--- src/design/assert_macros.svh ---
// Assertion macros shared by the sorted key set design.
// Depends on nothing; users must provide clk and rst_n in scope.
`ifndef ASSERT_MACROS_SVH
`define ASSERT_MACROS_SVH

// Checks that a property holds at every clock edge outside reset.
`define SKS_ASSERT(label, prop, msg) \
  label: assert property (@(posedge clk) disable iff (!rst_n) (prop)) else $error(msg);

// Checks that a condition in one cycle is followed by a consequence in the next.
`define SKS_ASSERT_NEXT(label, cond, conseq, msg) \
  label: assert property (@(posedge clk) disable iff (!rst_n) (cond) |=> (conseq)) \
    else $error(msg);

`endif

--- src/design/sks_pkg.sv ---
// Shared types and constants for the sorted key set.
// Depends on nothing; used by the controller, the datapath and the top level.
package sks_pkg;

  localparam int unsigned KeyW    = 64;
  localparam int unsigned OpW     = 2;
  localparam int unsigned PosW    = 6;
  localparam int unsigned CountW  = 7;
  localparam int unsigned InDataW = 72;
  localparam int unsigned OutDataW = 16;

  localparam logic [OpW-1:0] OP_CONTAINS = 2'd0;
  localparam logic [OpW-1:0] OP_INSERT   = 2'd1;
  localparam logic [OpW-1:0] OP_ERASE    = 2'd2;

  typedef enum logic [2:0] {
    ST_IDLE,
    ST_SRCH_RD,
    ST_SRCH_CMP,
    ST_DECIDE,
    ST_SHIFT_RD,
    ST_SHIFT_WR,
    ST_PLACE,
    ST_DONE
  } state_t;

  typedef struct packed {
    logic load;
    logic rd_search;
    logic idx_inc;
    logic latch_pos;
    logic latch_found;
    logic init_ins;
    logic init_era;
    logic rd_shift;
    logic wr_shift;
    logic place;
    logic set_reject;
    logic out_load;
  } cmd_t;

  typedef struct packed {
    logic idx_end;
    logic key_ge;
    logic key_eq;
    logic found;
    logic full;
    logic is_insert;
    logic is_erase;
    logic shift_more;
    logic out_free;
  } status_t;

endpackage

--- src/design/sks_ctrl.sv ---
// Controller state machine for the sorted key set.
// Depends on sks_pkg; drives the datapath commands from its status.
module sks_ctrl (
  input  logic             clk,
  input  logic             rst_n,
  input  logic             in_tvalid,
  output logic             in_tready,
  input  sks_pkg::status_t status,
  output sks_pkg::cmd_t    cmd,
  output sks_pkg::state_t  state
);

  sks_pkg::state_t state_r;
  sks_pkg::state_t state_nxt;

  always_ff @(posedge clk) begin
    if (!rst_n) begin
      state_r <= sks_pkg::ST_IDLE;
    end else begin
      state_r <= state_nxt;
    end
  end

  always_comb begin
    state_nxt = state_r;
    unique case (state_r)
      sks_pkg::ST_IDLE: begin
        if (in_tvalid) state_nxt = sks_pkg::ST_SRCH_RD;
      end
      sks_pkg::ST_SRCH_RD: begin
        state_nxt = status.idx_end ? sks_pkg::ST_DECIDE : sks_pkg::ST_SRCH_CMP;
      end
      sks_pkg::ST_SRCH_CMP: begin
        state_nxt = status.key_ge ? sks_pkg::ST_DECIDE : sks_pkg::ST_SRCH_RD;
      end
      sks_pkg::ST_DECIDE: begin
        if ((status.is_insert && !status.found && !status.full) ||
            (status.is_erase && status.found)) begin
          state_nxt = sks_pkg::ST_SHIFT_RD;
        end else begin
          state_nxt = sks_pkg::ST_DONE;
        end
      end
      sks_pkg::ST_SHIFT_RD: begin
        state_nxt = status.shift_more ? sks_pkg::ST_SHIFT_WR : sks_pkg::ST_PLACE;
      end
      sks_pkg::ST_SHIFT_WR: begin
        state_nxt = sks_pkg::ST_SHIFT_RD;
      end
      sks_pkg::ST_PLACE: begin
        state_nxt = sks_pkg::ST_DONE;
      end
      sks_pkg::ST_DONE: begin
        if (status.out_free) state_nxt = sks_pkg::ST_IDLE;
      end
      default: begin
        state_nxt = sks_pkg::ST_IDLE;
      end
    endcase
  end

  always_comb begin
    cmd       = '0;
    in_tready = 1'b0;
    unique case (state_r)
      sks_pkg::ST_IDLE: begin
        in_tready = 1'b1;
        cmd.load  = in_tvalid;
      end
      sks_pkg::ST_SRCH_RD: begin
        cmd.rd_search = !status.idx_end;
        cmd.latch_pos = status.idx_end;
      end
      sks_pkg::ST_SRCH_CMP: begin
        cmd.latch_pos   = status.key_ge;
        cmd.latch_found = status.key_ge && status.key_eq;
        cmd.idx_inc     = !status.key_ge;
      end
      sks_pkg::ST_DECIDE: begin
        cmd.init_ins   = status.is_insert && !status.found && !status.full;
        cmd.init_era   = status.is_erase && status.found;
        cmd.set_reject = status.is_insert && !status.found && status.full;
      end
      sks_pkg::ST_SHIFT_RD: begin
        cmd.rd_shift = status.shift_more;
      end
      sks_pkg::ST_SHIFT_WR: begin
        cmd.wr_shift = 1'b1;
      end
      sks_pkg::ST_PLACE: begin
        cmd.place = 1'b1;
      end
      sks_pkg::ST_DONE: begin
        cmd.out_load = status.out_free;
      end
      default: begin
        cmd = '0;
      end
    endcase
  end

  assign state = state_r;

endmodule

--- config.mk ---
export PLATFORM = sky130hd
export DESIGN_NAME = sks_ctrl
export DESIGN_NICKNAME = d
export VERILOG_FILES = /design/src/design/assert_macros.svh /design/src/design/sks_pkg.sv /design/src/design/sks_ctrl.sv
export SDC_FILE = /design/constraint.sdc
export NUM_CORES = 1
export LEC_CHECK = 0
export BUFFER_PORTS_ARGS = -buffer_cell sky130_fd_sc_hd__buf_2
export CAP_MARGIN = 10
export CORE_AREA = 8 8 45 47
export CTS_CLUSTER_SIZE = 12
export DETAILED_ROUTE_END_ITERATION = 8
export DIE_AREA = 0 0 53 55
export PLACE_DENSITY = 0.62
export SYNTH_ARGS = -nofsm -noshare
export SYNTH_HDL_FRONTEND = slang
export SYNTH_SLANG_ARGS = --single-unit
--- constraint.sdc ---
create_clock -name clk -period 1.81 [get_ports clk]
set_input_delay 0.0905 -clock clk [delete_from_list [all_inputs] [get_ports clk]]
set_output_delay 0.0905 -clock clk [all_outputs]
set_load 0.02 [all_outputs]
==> flow_results.org <==
** Timing
- Final setup violation count :: 0
- RSZ-0062 raised after global routing :: false
- Minimum setup slack in the final design :: between 0.2 and 0.3 ns
- Setup total negative slack on the finished layout was measured at 0 ns.
- Final clock period utilization by the worst path :: 0.8581
- Pins over their slew limit :: 0
- Fmax achieved :: 643.8 MHz
- The smallest clock period supported by the final layout is computed as roughly 1.6 ns.
- At the pin with the least slew margin, the transition time is just under 0.5 ns.
- In this run the tightest slew margin relative to its limit is 0.6749.
- Across the routed clock network, the largest skew measured is ~0.00012 ns.
- The number of failing hold endpoints at the final stage came to 0.

** Clock network
- Later-pin clock latency in the skew report :: ~0.23 ns
- After clock tree synthesis, the repair step resized 0 gates.
- Maximum buffer depth of the clock tree :: 2
- Library cell used as clock root buffer :: sky130_fd_sc_hd__clkbuf_4
- TritonCTS built the clock tree.
- H-tree levels :: 1
- Number of sinks driven by the clock tree :: 3
- In this run, post-CTS hold repair placed 0 buffers.
- Post-CTS Setup Repair Bufs :: 0
- Clock transition at the registers of the reported paths :: 0.04 ns
- The number of clock buffers added by TritonCTS is 3.

** Floorplan
- Starting density of the core :: 0.2297
- Die height :: around 55 um
- In this run the standard cell core region covers 1384 um^2.
- Die area :: roughly 3000 um^2
- I/O pin count :: 28
- The floorplan has 14 rows.
- From left edge to right edge, the die measures approximately 53 um.

** Yosys
- After synthesis, the largest family of logic cells by area is simple AND/OR/NAND/NOR gates.
- Netlist area before placement :: roughly 320 um^2
- After synthesis the netlist holds a flip-flop and latch count of 3.
- Share of cell area taken by muxes after synthesis :: 0
- Counting every net in the synthesized netlist gives 55.
- Post-Synth XOR/XNOR Area :: 0
- Average footprint of a synthesized cell :: about 7.4 um^2
- Synthesis handed over a netlist of 43 instances.
- Post-synthesis adder-cell area fraction :: 0
- Synthesis instantiated 24 different standard cells from the library.
- Of the total synthesized cell area, the portion taken by AND, OR, NAND and NOR gates is 0.4567.
- The compound-gate portion of the synthesized area is 0.2362.
- The Yosys step of the flow raised 0 warnings.
- Sequential element share of the synthesized area :: 0.1890

** Layout
- The register with the most flip-flops in the layout has 3 of them.
- Highest-count cells in the layout ignoring fill and taps :: 27 x sky130_fd_sc_hd__buf_2, 5 x sky130_fd_sc_hd__nor2_1, 4 x sky130_fd_sc_hd__nand2_1, 4 x sky130_fd_sc_hd__a21oi_1
- For this run, the number of standard cells in the final layout without fillers is just under 90.
- Of the cells placed in the final design, the portion with a size suffix greater than 1 is 0.5070.
- For this run, the post-layout net count is 84.
- In the final layout, the multi-input gates occupy 220.2 um^2.
- Count of inserted antenna diode cells :: 0
- Leaving out fill and tap cells, the most frequent cell in the layout is sky130_fd_sc_hd__buf_2.
- The sequential cells in the finished layout cover a total of about 60 um^2.
- The finished cells cover ~470 um^2.
- The area growth from synthesis to layout is 48.82%.
- Filler cells :: roughly 160
- Final core utilization :: 0.3418

** Global routing
- Wire length of the first global-routing pass :: 1642 um
- Global route overflow :: 0
- Across every metal layer, demand over resource in global routing totals 0.07692.
- The initial antenna violation count was 0.
- Via count of the first global-routing pass :: around 380
- Pin count of the biggest net entering global routing :: 16

** Worst setup path
- Type of the worst setup path :: register to primary output
- STA classifies the critical path startpoint as a register.
- Along the worst path, the maximum fanout reaches 15.
- Data required time at the worst endpoint :: 1.72 ns
- Arr. time, crit path :: roughly 1.5 ns
- The worst setup path is captured at a primary output.

** Job
- Max-cap violations in this run came to 0.

** Routing
- Drt wl/cell :: 12.16 um
- The count of nets left with antenna violations once routing finished came out at 0.
- In the routed layout, each cell is associated on average with a via count of between 4 and 5.
- Wirelength, routed :: 1058 um
- DRC violations left :: 0
- Starting DRT DRC Count :: 7
- Pre-Repair DR Iteration Count :: 3
- Summing over every cut layer, the via total after detailed routing is roughly 400.

** Hold path
- Kind of path behind the tightest hold check :: primary input to register

** Power and ir drop
- VDD sags by at most roughly 0.00028 V.
- Pwr/cell area :: 805.3 nW/um^2
- Total leakage power :: approximately 0.24 nW

** Place
- During placement, the flow inserted port buffers numbering 27.
- Timing analysis after detailed placement gives a worst setup slack of about 0.45 ns.
- Last weighted congestion value of the routability-driven placer :: 0.7110
- Once placement finished, the instance area stood at 446.7 um^2.
- The number of placed instances, taps included, is 83.
- Post-DP HPWL :: between 800 and 900 um

** Run status
- Outcome :: finished clean
## cell usage after synthesis (all sizes together)
master | instances | area share
nor4b | 2 | 0.055
nand3b | 1 | 0.035
nor4 | 1 | 0.020
nor3 | 3 | 0.047
nand2b | 2 | 0.063
nor3b | 3 | 0.071
o311a | 1 | 0.031
buf | 3 | 0.083
inv | 3 | 0.035
a21oi | 4 | 0.063
o32ai | 1 | 0.051
nand2 | 5 | 0.067
a31oi | 1 | 0.020
o31a | 1 | 0.028
nor2 | 5 | 0.059
nor2b | 1 | 0.020
dfxtp | 3 | 0.19
o21ai | 2 | 0.043
and2 | 1 | 0.020
## cell type report
| class | count | share of cell area |
|---|---|---|
| multi-input cells | 34 | 0.4656 |
| repair buffers | 27 | 0.2857 |
| flip-flops and latches | 3 | 0.1270 |
| clock buffers | 4 | 0.05556 |
| well taps | 16 | 0.04233 |
| inverters | 3 | 0.02381 |
## critical path, stage by stage (launching register included)
cell	delay (ns)
sky130_fd_sc_hd__dfxtp_1	0.61
sky130_fd_sc_hd__nor3b_1	0.29
sky130_fd_sc_hd__nor2b_1	0.16
sky130_fd_sc_hd__buf_2	0.17
## stage by stage
step           hold slack (ns)  total power, W
2_1_floorplan           0.2184       0.0002213
3_3_place_gp            0.3578       0.0002651
3_5_place_dp            0.3553       0.0002677
4_1_cts                 0.1132       0.0003898
5_1_grt                 0.1099       0.0004242
6_report                0.1198       0.0003808
## metal layers
| metal | global-route usage | wire length [um] |
|---|---|---|
| met4 | 0.02586 | 0 |
| met2 | 0.1270 | 485 |
| met5 | 0 | 0 |
| met3 | 0.06150 | 127 |
| met1 | 0.07110 | 445 |
## kinds of logic (layout without fill, tap and decap cells)
logic type | count (synthesis) | after routing
buffers and inverters | 6 | 34
DFF | 3 | 3
AOI/OAI and AO/OA | 10 | 10
and+or+nand+nor | 24 | 24
## worst paths after layout
kind	from	to	slack, ns	cells past startpoint
setup / recovery	state[0]	cmd[10]	0.26	3
hold / removal	rst_n	state[0]	0.12	2
setup reg to reg	state[2]	state[0]	0.44	3
hold reg to reg	state[2]	state[2]	0.70	2
## power breakdown
group / internal (W) / switching, W
Combinational: 0.0000626 / 0.0000922
Sequential: 0.0000761 / 0.0000330
Clock: 0.0000826 / 0.0000343
Total: 0.000221 / 0.000160
Power figures use the tool's default switching activity.
